$ cat src/rtl/frame_aligned_packet_placer_assert.svh
// Assertion macros for the frame aligned packet placer.
// Expects signals clk and rst_n in the scope of each use.
`ifndef FRAME_ALIGNED_PACKET_PLACER_ASSERT_SVH
`define FRAME_ALIGNED_PACKET_PLACER_ASSERT_SVH

// Same-cycle implication, checked out of reset only.
`define FAPP_ASSERT_IMP(label, ante, cons, msg) \
    label: assert property (@(posedge clk) disable iff (!rst_n) (ante) |-> (cons)) \
        else $error(msg);

// Next-cycle implication, checked out of reset only.
`define FAPP_ASSERT_NXT(label, ante, cons, msg) \
    label: assert property (@(posedge clk) disable iff (!rst_n) (ante) |=> (cons)) \
        else $error(msg);

`endif

$ cat src/rtl/fapp_pkg.sv
// Shared types and constants of the frame aligned packet placer.
// No dependencies; every RTL module imports this package.
`default_nettype none

package fapp_pkg;

    // Field and register widths
    localparam int SEQ_W      = 32;
    localparam int PKT_W      = 14;
    localparam int FRM_W      = 25;
    localparam int FCNT_W     = 8;
    localparam int OFF_W      = 32;
    localparam int SRC_W      = 13;
    localparam int LEN_W      = 13;
    localparam int CFG_IDX_W  = 2;
    localparam int CFG_DATA_W = 25;

    // Header length default and register limits
    localparam int unsigned HEADER_BYTES_DEF = 10;
    localparam logic [PKT_W-1:0] PKT_MAX   = 14'd8192;
    localparam logic [FRM_W-1:0] FRAME_MAX = 25'd16777216;

    // Register reset values
    localparam logic [PKT_W-1:0]  PKT_RST   = 14'd1466;
    localparam logic [FRM_W-1:0]  FRM_RST   = 25'd65536;
    localparam logic [FCNT_W-1:0] FCNT_RST  = 8'd1;

    // Register indexes
    localparam logic [CFG_IDX_W-1:0] REG_PACKET_BYTES = 2'd0;
    localparam logic [CFG_IDX_W-1:0] REG_FRAME_BYTES  = 2'd1;
    localparam logic [CFG_IDX_W-1:0] REG_FRAME_COUNT  = 2'd2;

    // Queue between front and back
    localparam int QUEUE_DEPTH = 2;

    // Iterative divider: dividend, divisor, bits retired per cycle
    localparam int DIV_DVD_W = 48;
    localparam int DIV_DVS_W = 25;
    localparam int DIV_STEP  = 3;
    localparam int DIV_ITER  = DIV_DVD_W / DIV_STEP;

    typedef struct packed {
        logic [PKT_W-1:0]  packet_bytes;
        logic [FRM_W-1:0]  frame_bytes;
        logic [FCNT_W-1:0] frame_count;
    } cfg_t;

    // One classified packet beat; work is low for beats that are ignored
    typedef struct packed {
        logic             work;
        logic [SEQ_W-1:0] seq;
    } item_t;

    typedef struct packed {
        logic             place_valid;
        logic [OFF_W-1:0] dest_offset;
        logic [SRC_W-1:0] src_offset;
        logic [LEN_W-1:0] copy_length;
        logic             synced_now;
        logic             capture_done;
    } res_t;

    typedef struct packed {
        logic                 start;
        logic [DIV_DVD_W-1:0] dividend;
        logic [DIV_DVS_W-1:0] divisor;
    } div_req_t;

    typedef struct packed {
        logic                 done;
        logic [DIV_DVD_W-1:0] quo;
        logic [DIV_DVS_W-1:0] rem;
    } div_rsp_t;

endpackage

`default_nettype wire

$ cat src/rtl/fapp_front.sv
// Input stage: takes packet beats and tags those that need work.
// Depends on fapp_pkg.
`default_nettype none

module fapp_front (
    input  logic                        clk,
    input  logic                        rst_n,
    input  logic                        push,
    input  logic [fapp_pkg::SEQ_W-1:0]  seq_num,
    input  fapp_pkg::cfg_t              cfg,
    output logic                        full,
    output logic                        item_valid,
    output fapp_pkg::item_t             item,
    input  logic                        sink_ready
);
    import fapp_pkg::*;

    logic  valid_reg, valid_next;
    item_t item_reg;
    logic  accept, handoff;

    assign handoff    = valid_reg && sink_ready;
    assign full       = valid_reg && !sink_ready;
    assign accept     = push && !full;
    assign item_valid = valid_reg;
    assign item       = item_reg;

    // Stage occupancy
    always_comb
    begin
        valid_next = valid_reg;
        if (accept)
        begin
            valid_next = 1'b1;
        end
        else if (handoff)
        begin
            valid_next = 1'b0;
        end
    end

    always_ff @(posedge clk or negedge rst_n)
    begin
        if (!rst_n)
        begin
            valid_reg <= 1'b0;
        end
        else
        begin
            valid_reg <= valid_next;
        end
    end

    // Sequence zero and odd packet lengths pass through as no-work beats
    always_ff @(posedge clk)
    begin
        if (accept)
        begin
            item_reg.work <= (seq_num != '0) && !cfg.packet_bytes[0];
            item_reg.seq  <= seq_num;
        end
    end

endmodule

`default_nettype wire

$ cat src/rtl/fapp_queue.sv
// Short FIFO that decouples the input stage from the placement engine.
// Depends on fapp_pkg.
`default_nettype none

module fapp_queue (
    input  logic            clk,
    input  logic            rst_n,
    input  logic            wr_en,
    input  fapp_pkg::item_t wr_item,
    output logic            full,
    input  logic            rd_en,
    output fapp_pkg::item_t rd_item,
    output logic            empty
);
    import fapp_pkg::*;

    localparam int PTR_W = (QUEUE_DEPTH > 1) ? $clog2(QUEUE_DEPTH) : 1;
    localparam int CNT_W = $clog2(QUEUE_DEPTH + 1);
    localparam logic [PTR_W-1:0] LAST_PTR = PTR_W'(QUEUE_DEPTH - 1);
    localparam logic [CNT_W-1:0] DEPTH_C  = CNT_W'(QUEUE_DEPTH);

    item_t             mem_reg [QUEUE_DEPTH];
    logic [PTR_W-1:0]  wr_ptr_reg, wr_ptr_next;
    logic [PTR_W-1:0]  rd_ptr_reg, rd_ptr_next;
    logic [CNT_W-1:0]  cnt_reg, cnt_next;

    assign full    = (cnt_reg == DEPTH_C);
    assign empty   = (cnt_reg == '0);
    assign rd_item = mem_reg[rd_ptr_reg];

    // Pointer and fill count update
    always_comb
    begin
        wr_ptr_next = wr_ptr_reg;
        rd_ptr_next = rd_ptr_reg;
        cnt_next    = cnt_reg;
        if (wr_en)
        begin
            wr_ptr_next = (wr_ptr_reg == LAST_PTR) ? '0 : wr_ptr_reg + PTR_W'(1);
        end
        if (rd_en)
        begin
            rd_ptr_next = (rd_ptr_reg == LAST_PTR) ? '0 : rd_ptr_reg + PTR_W'(1);
        end
        if (wr_en && !rd_en)
        begin
            cnt_next = cnt_reg + CNT_W'(1);
        end
        else if (rd_en && !wr_en)
        begin
            cnt_next = cnt_reg - CNT_W'(1);
        end
    end

    always_ff @(posedge clk or negedge rst_n)
    begin
        if (!rst_n)
        begin
            wr_ptr_reg <= '0;
            rd_ptr_reg <= '0;
            cnt_reg    <= '0;
        end
        else
        begin
            wr_ptr_reg <= wr_ptr_next;
            rd_ptr_reg <= rd_ptr_next;
            cnt_reg    <= cnt_next;
        end
    end

    // Storage
    always_ff @(posedge clk)
    begin
        if (wr_en)
        begin
            mem_reg[wr_ptr_reg] <= wr_item;
        end
    end

endmodule

`default_nettype wire

$ cat src/rtl/fapp_div.sv
// Restoring divider, DIV_STEP quotient bits per cycle; gives quotient and remainder.
// Depends on fapp_pkg.
`default_nettype none

module fapp_div (
    input  logic               clk,
    input  logic               rst_n,
    input  fapp_pkg::div_req_t req,
    output fapp_pkg::div_rsp_t rsp
);
    import fapp_pkg::*;

    localparam int CNT_W = $clog2(DIV_ITER + 1);

    logic                 busy_reg, done_reg;
    logic [CNT_W-1:0]     cnt_reg;
    // dividend bits shift out at the top, quotient bits shift in at the bottom
    logic [DIV_DVD_W-1:0] dvd_reg, dvd_step;
    logic [DIV_DVS_W-1:0] rem_reg, rem_step;
    logic [DIV_DVS_W-1:0] dsr_reg;

    assign rsp.done = done_reg;
    assign rsp.quo  = dvd_reg;
    assign rsp.rem  = rem_reg;

    // DIV_STEP shift-subtract steps per cycle
    always_comb
    begin
        logic [DIV_DVS_W:0]   trial;
        logic [DIV_DVS_W-1:0] rem_v;
        logic [DIV_DVD_W-1:0] dvd_v;
        rem_v = rem_reg;
        dvd_v = dvd_reg;
        trial = '0;
        for (int i = 0; i < DIV_STEP; i++)
        begin
            trial = {rem_v, dvd_v[DIV_DVD_W-1]};
            if (trial >= {1'b0, dsr_reg})
            begin
                trial = trial - {1'b0, dsr_reg};
                dvd_v = {dvd_v[DIV_DVD_W-2:0], 1'b1};
            end
            else
            begin
                dvd_v = {dvd_v[DIV_DVD_W-2:0], 1'b0};
            end
            rem_v = trial[DIV_DVS_W-1:0];
        end
        rem_step = rem_v;
        dvd_step = dvd_v;
    end

    // Control
    always_ff @(posedge clk or negedge rst_n)
    begin
        if (!rst_n)
        begin
            busy_reg <= 1'b0;
            done_reg <= 1'b0;
            cnt_reg  <= '0;
        end
        else if (req.start)
        begin
            busy_reg <= 1'b1;
            done_reg <= 1'b0;
            cnt_reg  <= CNT_W'(DIV_ITER);
        end
        else if (busy_reg)
        begin
            cnt_reg <= cnt_reg - CNT_W'(1);
            if (cnt_reg == CNT_W'(1))
            begin
                busy_reg <= 1'b0;
                done_reg <= 1'b1;
            end
        end
        else
        begin
            done_reg <= 1'b0;
        end
    end

    // Datapath
    always_ff @(posedge clk)
    begin
        if (req.start)
        begin
            dvd_reg <= req.dividend;
            dsr_reg <= req.divisor;
            rem_reg <= '0;
        end
        else if (busy_reg)
        begin
            dvd_reg <= dvd_step;
            rem_reg <= rem_step;
        end
    end

endmodule

`default_nettype wire

$ cat src/rtl/fapp_back.sv
// Placement engine: sync search, capture tracking and the result register.
// Depends on fapp_pkg and uses one fapp_div through its request/response structs.
`default_nettype none

module fapp_back #(
    parameter int unsigned HEADER_BYTES = fapp_pkg::HEADER_BYTES_DEF
) (
    input  logic               clk,
    input  logic               rst_n,
    input  fapp_pkg::cfg_t     cfg,
    input  logic               q_empty,
    input  fapp_pkg::item_t    q_item,
    output logic               q_pop,
    output fapp_pkg::div_req_t div_req,
    input  fapp_pkg::div_rsp_t div_rsp,
    output logic               res_valid,
    output fapp_pkg::res_t     res,
    input  logic               res_pop
);
    import fapp_pkg::*;

    localparam int PROD_W = SEQ_W + LEN_W;
    localparam int TP_W   = FCNT_W + FRM_W;
    localparam int HAVE_W = OFF_W + 1;
    localparam logic [PKT_W-1:0] HDR_P = PKT_W'(HEADER_BYTES);
    localparam logic [PKT_W-1:0] PMIN  = PKT_W'(HEADER_BYTES + 2);
    localparam logic [SRC_W-1:0] HDR_S = SRC_W'(HEADER_BYTES);

    typedef enum logic [6:0] {
        ST_IDLE     = 7'b0000001,
        ST_MUL      = 7'b0000010,
        ST_MOD_GO   = 7'b0000100,
        ST_MOD_WAIT = 7'b0001000,
        ST_DIV_GO   = 7'b0010000,
        ST_DIV_WAIT = 7'b0100000,
        ST_PLACE    = 7'b1000000
    } state_t;

    state_t             state_reg, state_next;

    // Effective register values, registered
    logic [PKT_W-1:0]   pk_sat, p_diff;
    logic [FRM_W-1:0]   f_sat;
    logic [FCNT_W-1:0]  n_sat;
    logic [TP_W-1:0]    tot_prod;
    logic [LEN_W-1:0]   p_reg;
    logic [FRM_W-1:0]   f_reg;
    logic [OFF_W-1:0]   total_reg;

    // Per-packet working registers
    logic [SEQ_W-1:0]   seq_reg, seq_next;
    logic [SEQ_W-1:0]   k_reg, k_next;
    logic [PROD_W-1:0]  prod_reg, prod_next;
    logic [LEN_W-1:0]   r_reg, r_next;

    // Capture state
    logic               synced_reg, synced_next;
    logic [SEQ_W-1:0]   base_reg, base_next;
    logic [LEN_W-1:0]   remain_reg, remain_next;
    logic [OFF_W-1:0]   expect_reg, expect_next;
    logic [OFF_W-1:0]   arrive_reg, arrive_next;

    // Result register
    logic               out_valid_reg, out_valid_next;
    res_t               res_reg, res_w;
    logic               wr;

    // Helpers
    logic [SEQ_W-1:0]     mul_a;
    logic [DIV_DVS_W-1:0] r_cand;
    logic                 hit;
    logic [LEN_W-1:0]     plen, first_len;
    logic [OFF_W-1:0]     e_q, e_m1, arr_new;
    logic                 in_range, last_pkt, cap_done;
    logic [HAVE_W-1:0]    have;
    logic [PROD_W-1:0]    have_ext, len_raw;
    logic [LEN_W-1:0]     len_last;

    assign res_valid = out_valid_reg;
    assign res       = res_reg;

    // Saturate the register values
    always_comb
    begin
        if (cfg.packet_bytes < PMIN)
        begin
            pk_sat = PMIN;
        end
        else if (cfg.packet_bytes > PKT_MAX)
        begin
            pk_sat = PKT_MAX;
        end
        else
        begin
            pk_sat = cfg.packet_bytes;
        end
        if (cfg.frame_bytes == '0)
        begin
            f_sat = FRM_W'(1);
        end
        else if (cfg.frame_bytes > FRAME_MAX)
        begin
            f_sat = FRAME_MAX;
        end
        else
        begin
            f_sat = cfg.frame_bytes;
        end
        n_sat    = (cfg.frame_count == '0) ? FCNT_W'(1) : cfg.frame_count;
        p_diff   = pk_sat - HDR_P;
        tot_prod = TP_W'(n_sat) * TP_W'(f_sat);
    end

    always_ff @(posedge clk)
    begin
        p_reg     <= p_diff[LEN_W-1:0];
        f_reg     <= f_sat;
        total_reg <= tot_prod[OFF_W-1:0];
    end

    // Datapath helpers
    always_comb
    begin
        mul_a     = synced_reg ? (seq_reg - base_reg) : (seq_reg - SEQ_W'(1));
        prod_next = PROD_W'(mul_a) * PROD_W'(p_reg);

        // leading bytes of the previous frame in this payload
        r_cand = (div_rsp.rem == '0) ? '0 : (f_reg - div_rsp.rem);
        hit    = r_cand < DIV_DVS_W'(p_reg);

        plen      = p_reg - r_reg;
        first_len = (OFF_W'(plen) > total_reg) ? total_reg[LEN_W-1:0] : plen;
        e_q       = div_rsp.quo[OFF_W-1:0];

        e_m1     = expect_reg - OFF_W'(1);
        in_range = (k_reg != '0) && (expect_reg != '0) && (k_reg <= e_m1);
        last_pkt = (k_reg == e_m1);
        have     = HAVE_W'(total_reg) + HAVE_W'(remain_reg);
        have_ext = PROD_W'(have);
        len_raw  = (have_ext > prod_reg) ? (have_ext - prod_reg) : '0;
        len_last = (len_raw > PROD_W'(p_reg)) ? p_reg : len_raw[LEN_W-1:0];
        arr_new  = arrive_reg + OFF_W'(1);
        cap_done = (arr_new >= expect_reg);
    end

    // Sequencer
    always_comb
    begin
        state_next     = state_reg;
        seq_next       = seq_reg;
        k_next         = k_reg;
        r_next         = r_reg;
        synced_next    = synced_reg;
        base_next      = base_reg;
        remain_next    = remain_reg;
        expect_next    = expect_reg;
        arrive_next    = arrive_reg;
        q_pop          = 1'b0;
        div_req        = '0;
        wr             = 1'b0;
        res_w          = '0;

        unique case (state_reg)
            ST_IDLE:
            begin
                // take a beat only once the result slot is free
                if (!q_empty && (!out_valid_reg || res_pop))
                begin
                    q_pop = 1'b1;
                    if (!q_item.work)
                    begin
                        wr = 1'b1;
                    end
                    else
                    begin
                        seq_next   = q_item.seq;
                        state_next = ST_MUL;
                    end
                end
            end
            ST_MUL:
            begin
                k_next     = mul_a;
                state_next = synced_reg ? ST_PLACE : ST_MOD_GO;
            end
            ST_MOD_GO:
            begin
                div_req.start    = 1'b1;
                div_req.dividend = DIV_DVD_W'(prod_reg);
                div_req.divisor  = f_reg;
                state_next       = ST_MOD_WAIT;
            end
            ST_MOD_WAIT:
            begin
                if (div_rsp.done)
                begin
                    if (hit)
                    begin
                        r_next     = r_cand[LEN_W-1:0];
                        state_next = ST_DIV_GO;
                    end
                    else
                    begin
                        wr         = 1'b1;
                        state_next = ST_IDLE;
                    end
                end
            end
            ST_DIV_GO:
            begin
                // ceiling of (R + N*F) / P
                div_req.start    = 1'b1;
                div_req.dividend = DIV_DVD_W'(r_reg) + DIV_DVD_W'(total_reg)
                                 + DIV_DVD_W'(p_reg) - DIV_DVD_W'(1);
                div_req.divisor  = DIV_DVS_W'(p_reg);
                state_next       = ST_DIV_WAIT;
            end
            ST_DIV_WAIT:
            begin
                if (div_rsp.done)
                begin
                    base_next         = seq_reg;
                    remain_next       = r_reg;
                    expect_next       = e_q;
                    arrive_next       = OFF_W'(1);
                    synced_next       = (e_q > OFF_W'(1));
                    wr                = 1'b1;
                    res_w.place_valid = 1'b1;
                    res_w.synced_now  = 1'b1;
                    res_w.src_offset  = HDR_S + r_reg;
                    res_w.copy_length = first_len;
                    res_w.capture_done = (e_q <= OFF_W'(1));
                    state_next        = ST_IDLE;
                end
            end
            ST_PLACE:
            begin
                arrive_next = arr_new;
                wr          = 1'b1;
                if (in_range)
                begin
                    res_w.place_valid = 1'b1;
                    res_w.dest_offset = prod_reg[OFF_W-1:0] - OFF_W'(remain_reg);
                    res_w.src_offset  = HDR_S;
                    res_w.copy_length = last_pkt ? len_last : p_reg;
                end
                if (cap_done)
                begin
                    res_w.capture_done = 1'b1;
                    synced_next        = 1'b0;
                end
                state_next = ST_IDLE;
            end
            default:
            begin
                state_next = ST_IDLE;
            end
        endcase

        // result slot
        out_valid_next = out_valid_reg;
        if (wr)
        begin
            out_valid_next = 1'b1;
        end
        else if (res_pop && out_valid_reg)
        begin
            out_valid_next = 1'b0;
        end
    end

    always_ff @(posedge clk or negedge rst_n)
    begin
        if (!rst_n)
        begin
            state_reg     <= ST_IDLE;
            out_valid_reg <= 1'b0;
            synced_reg    <= 1'b0;
            base_reg      <= '0;
            remain_reg    <= '0;
            expect_reg    <= '0;
            arrive_reg    <= '0;
        end
        else
        begin
            state_reg     <= state_next;
            out_valid_reg <= out_valid_next;
            synced_reg    <= synced_next;
            base_reg      <= base_next;
            remain_reg    <= remain_next;
            expect_reg    <= expect_next;
            arrive_reg    <= arrive_next;
        end
    end

    // Working and result payload
    always_ff @(posedge clk)
    begin
        seq_reg <= seq_next;
        k_reg   <= k_next;
        r_reg   <= r_next;
        if (state_reg == ST_MUL)
        begin
            prod_reg <= prod_next;
        end
        if (wr)
        begin
            res_reg <= res_w;
        end
    end

endmodule

`default_nettype wire

$ cat src/rtl/frame_aligned_packet_placer.sv
// Frame aligned packet placer: top level with configuration registers.
// Ignored beats go straight to the result slot; a capture beat passes the multiply and
// place states; a sync search runs a modulo on the shared divider, and a capture start a
// ceiling division too, at 3 quotient bits per cycle over a 48-bit dividend. The engine
// handles one beat at a time while the input stage and queue take new beats until full.
// Asynchronous active-low reset: searching, queues empty, registers at their defaults.
`default_nettype none
`include "frame_aligned_packet_placer_assert.svh"

module frame_aligned_packet_placer #(
    parameter int unsigned HEADER_BYTES = fapp_pkg::HEADER_BYTES_DEF
) (
    input  logic                             clk,
    input  logic                             rst_n,
    input  logic                             push,
    output logic                             full,
    input  logic [fapp_pkg::SEQ_W-1:0]       seq_num,
    output logic                             empty,
    input  logic                             pop,
    output logic                             place_valid,
    output logic [fapp_pkg::OFF_W-1:0]       dest_offset,
    output logic [fapp_pkg::SRC_W-1:0]       src_offset,
    output logic [fapp_pkg::LEN_W-1:0]       copy_length,
    output logic                             synced_now,
    output logic                             capture_done,
    input  logic                             cfg_valid,
    output logic                             cfg_ready,
    input  logic [fapp_pkg::CFG_IDX_W-1:0]   cfg_index,
    input  logic [fapp_pkg::CFG_DATA_W-1:0]  cfg_data
);
    import fapp_pkg::*;

    cfg_t     cfg_reg;
    logic     front_valid;
    item_t    front_item;
    logic     q_full, q_empty, q_wr, q_pop;
    item_t    q_item;
    div_req_t div_req;
    div_rsp_t div_rsp;
    logic     res_valid;
    res_t     res;

    // Configuration registers; writes past the list are dropped
    assign cfg_ready = 1'b1;

    always_ff @(posedge clk or negedge rst_n)
    begin
        if (!rst_n)
        begin
            cfg_reg.packet_bytes <= PKT_RST;
            cfg_reg.frame_bytes  <= FRM_RST;
            cfg_reg.frame_count  <= FCNT_RST;
        end
        else if (cfg_valid)
        begin
            unique case (cfg_index)
                REG_PACKET_BYTES: cfg_reg.packet_bytes <= cfg_data[PKT_W-1:0];
                REG_FRAME_BYTES:  cfg_reg.frame_bytes  <= cfg_data[FRM_W-1:0];
                REG_FRAME_COUNT:  cfg_reg.frame_count  <= cfg_data[FCNT_W-1:0];
                default:          cfg_reg              <= cfg_reg;
            endcase
        end
    end

    // Front: input stage and queue
    fapp_front u_front (
        .clk        (clk),
        .rst_n      (rst_n),
        .push       (push),
        .seq_num    (seq_num),
        .cfg        (cfg_reg),
        .full       (full),
        .item_valid (front_valid),
        .item       (front_item),
        .sink_ready (!q_full)
    );

    assign q_wr = front_valid && !q_full;

    fapp_queue u_queue (
        .clk     (clk),
        .rst_n   (rst_n),
        .wr_en   (q_wr),
        .wr_item (front_item),
        .full    (q_full),
        .rd_en   (q_pop),
        .rd_item (q_item),
        .empty   (q_empty)
    );

    // Back: divider and placement engine
    fapp_div u_div (
        .clk   (clk),
        .rst_n (rst_n),
        .req   (div_req),
        .rsp   (div_rsp)
    );

    fapp_back #(
        .HEADER_BYTES (HEADER_BYTES)
    ) u_back (
        .clk       (clk),
        .rst_n     (rst_n),
        .cfg       (cfg_reg),
        .q_empty   (q_empty),
        .q_item    (q_item),
        .q_pop     (q_pop),
        .div_req   (div_req),
        .div_rsp   (div_rsp),
        .res_valid (res_valid),
        .res       (res),
        .res_pop   (pop)
    );

    assign empty        = !res_valid;
    assign place_valid  = res.place_valid;
    assign dest_offset  = res.dest_offset;
    assign src_offset   = res.src_offset;
    assign copy_length  = res.copy_length;
    assign synced_now   = res.synced_now;
    assign capture_done = res.capture_done;

    // Checks
    `FAPP_ASSERT_IMP(a_skip_is_zero, !empty && !place_valid,
        dest_offset == '0 && src_offset == '0 && copy_length == '0,
        "skipped beat carries a nonzero placement")
    `FAPP_ASSERT_IMP(a_sync_places_at_zero, !empty && synced_now,
        place_valid && dest_offset == '0, "sync beat not placed at offset zero")
    `FAPP_ASSERT_IMP(a_src_past_header, !empty && place_valid,
        src_offset >= SRC_W'(HEADER_BYTES), "copy starts inside the header")
    `FAPP_ASSERT_NXT(a_no_false_full, q_empty && !front_valid, !full,
        "input reports full with an empty queue")

endmodule

`default_nettype wire

$ cat config.mk
export PLATFORM = sky130hd
export DESIGN_NAME = frame_aligned_packet_placer
export DESIGN_NICKNAME = d
export VERILOG_FILES = /design/src/rtl/fapp_pkg.sv /design/src/rtl/fapp_front.sv /design/src/rtl/fapp_queue.sv /design/src/rtl/fapp_div.sv /design/src/rtl/fapp_back.sv /design/src/rtl/frame_aligned_packet_placer.sv
export VERILOG_INCLUDE_DIRS = /design/src /design/src/rtl
export SDC_FILE = /design/constraint.sdc
export NUM_CORES = 2
export LEC_CHECK = 0
export ABC_AREA = 1
export BUFFER_PORTS_ARGS = -buffer_cell sky130_fd_sc_hd__buf_2
export CAP_MARGIN = 20
export CORE_MARGIN = 1
export CORE_UTILIZATION = 50
export CTS_BUF_LIST = sky130_fd_sc_hd__clkbuf_2 sky130_fd_sc_hd__clkbuf_4 sky130_fd_sc_hd__clkbuf_8
export CTS_CLUSTER_DIAMETER = 120
export DETAILED_ROUTE_END_ITERATION = 10
export GPL_ROUTABILITY_DRIVEN = 0
export PLACE_DENSITY = 0.66
export SLEW_MARGIN = 10
export SYNTH_ARGS = -nofsm -noshare
export SYNTH_HDL_FRONTEND = slang
export SYNTH_SLANG_ARGS = --single-unit
$ cat constraint.sdc
create_clock -name clk -period 9.4 [get_ports clk]
set_clock_uncertainty 0.15 [all_clocks]
set_input_delay 1.88 -clock clk [delete_from_list [all_inputs] [get_ports clk]]
set_output_delay 1.88 -clock clk [all_outputs]
set_load 0.01 [all_outputs]
==> flow_metrics.tcl <==
set metrics [dict create \
    status "complete, no violations" \
    vias 53000 \
    syn_inst 7517 \
    grt_max_degree 80 \
    worst_path_dominant_cell_family "adder cells" \
    fill_cells 11400 \
    relSlewSlack 0.205 \
    synth_top_area_frac 0.177 \
    synth_area_leaders "edfxtp_1, fa_1, ha_1" \
    ctsResizeCount 0 \
    seq_area_frac_synth 0.282 \
    wire_per_inst_microns 21.1 \
    wl_microns 198000 \
    cts_buffers 113 \
    nets 8723 \
    core_sq_um 120000 \
    grt_overflow 0 \
    grt_first_pass_wirelength_microns 302000 \
    ys_ff_latch 627 \
    yosys_warnings 0 \
    startpoint_type "flip-flop" \
    die-height_microns 349 \
    worst_hold_slack_ps 291 \
    ant_nets 0 \
    die_w_microns 349 \
    cts_tree "built" \
    ys.flop_type "edfxtp_1" \
    htree_levels 3 \
    largest_register_ffs 66 \
    crit_type "reg2reg" \
    clock_latency_ps 880 \
    setup_viol 0 \
    grt_setup_unrepaired "no" \
    max_freq_ghz 0.119 \
    synth_edf_count 355 \
    io_buffers 126 \
    dp_slack_ps 1050 \
    layout_min_cycle_time_ps 8420 \
    synth.avg_cell_area_sq_um 8.02 \
    yosys.area.top_type "edfxtp_1" \
    post-dp-hpwl_microns 159000 \
    path_buf_inv 4 \
    grt_pass1_vias 52000 \
    post-route-drc-count 0 \
    timing.final.crit_share 0.896 \
    synth.distinct_cells 76 \
    grt.total_usage 0.327 \
    clock_path_buffers 3 \
    worstMarginPinSlew_ps 1190 \
    crit_arrival_ps 8860 \
    finalSetupTns_ps 0 \
    dieArea_sq_um 122000 \
    drv_cap 0 \
    syn_area_sq_um 60300 \
    layout-drive-gt1-share 0.0708 \
    pin_count 128 \
    path_clk_slew_ps 60 \
    synth_fp_nets 8571 \
    first_pass_iters 9 \
    post-cts-setup-buffers 0 \
    rows 127 \
    hold_buffers 0 \
    layout_setup_ws_ps 979 \
    async_flop_share 0.282 \
    cp-end-kind "flip-flop" \
    hold_viol_final 0 \
    crit_required_ps 9840 \
    path_max_fanout 32 \
    cts_sinks 627 \
    cts_root_buf "clkbuf_8" \
    via_per_inst 5.65 \
    areaGrowthSynthToFinish_pct 8.59 \
    drv_slew 0 \
    cp_slowest_cell "xor2_1" \
    first_iter_violations 5667 \
    synth_commonest_cells "nand2_1, inv_1, nor2_1" \
    hold_path_class "reg2reg" \
    initial_core_util 0.503 \
    yosysMostFrequentCell "nand2_1" \
    critPathMaxStageDelay_ps 820 \
    antenna_found_initial 10 \
]
path summary, 6_finish.rpt:
path | from | to | slack (ps) | cells past startpoint
min | u_front.item[23] | u_queue.mem_reg[1][23] | 290 | 0
min in group asynchronous | rst_n | u_div.busy_reg | 770 | 1
max | u_back.synced_reg | u_back.prod_reg[44] | 980 | 32
min reg2reg | u_front.item[23] | u_queue.mem_reg[1][23] | 290 | 0
max reg2reg | u_back.synced_reg | u_back.prod_reg[44] | 980 | 32
max in group asynchronous | rst_n | u_back.base_reg[18] | 7040 | 2
stage by stage:
| stage | util | area (sq um) | instances |
|---|---|---|---|
| final | 0.547 | 65500 | 9382 |
| after global routing | 0.547 | 65500 | 9381 |
| after CTS | 0.546 | 65400 | 9375 |
| after detailed placement | 0.525 | 62900 | 9162 |
| after global placement | 0.524 | 62800 | 9160 |
| after floorplan | - | 60300 | 7517 |
worst reg2reg max path, delay by kind of cell, from the launching register on:
kind / cells / cell delay, ps
flip-flops: 1 / 340
AO/OA/AOI/OAI: 10 / 1850
adder cells (fa/ha/maj): 7 / 3390
XOR/XNOR: 2 / 910
AND/OR/NAND/NOR: 9 / 1000
buffers and inverters: 4 / 510
metal layers:
| metal | share of wire | vias to the layer above | global-route usage |
|---|---|---|---|
| met2 | 0.43 | 2545 | 0.497 |
| met4 | 0.056 | 8 | 0.169 |
| met3 | 0.10 | 516 | 0.0684 |
| met1 | 0.41 | 25500 | 0.440 |
| met5 | 0.00026 | - | 0 |
| li1 | - | 24500 | - |
kinds of logic (layout without fill, tap and decap cells):
kind of cell	count (synthesis)	after routing	synth area share
adder cells (fa/ha/maj)	990	990	0.265
flip-flops	627	627	0.282
XOR/XNOR	337	337	0.0489
multiplexers	9	9	0.00166
AND/OR/NAND/NOR	2882	2882	0.198
AO/OA/AOI/OAI	1172	1172	0.110
buffers and inverters	1499	1749	0.0946
other	1	4	0.0000622
final cells by class:
type                    count  area, sq um  share of cell area
multi-input cells        5391        37700               0.575
repair buffers            200         1230              0.0189
diodes                      3         7.51            0.000115
clock inverters            51          542             0.00827
well taps                1612         2020              0.0308
flip-flops and latches    627        17000               0.260
inverters                1336         5020              0.0766
clock buffers             162         2020              0.0308
placed cells by master (no fill, tap or decap), types with 33 or more instances in the layout:
master and instances:
a21oi_1 481, buf_2 125, buf_4 72, clkbuf_4 34, clkbuf_8 129, clkinv_1 33, dfrtp_1 167, dfxtp_1 95
edfxtp_1 355, fa_1 478, ha_1 512, inv_1 1306, nand2_1 1690, nand3_1 201, nand4_1 79, nor2_1 651
nor3_1 71, nor4_1 64, o211ai_1 41, o21ai_0 359, o21ai_1 62, o21bai_1 33, xnor2_1 101, xor2_1 236
Power is left out: the tool's default activity adds up to more than one toggle a clock period on the data nets, which glitch-free logic cannot reach.
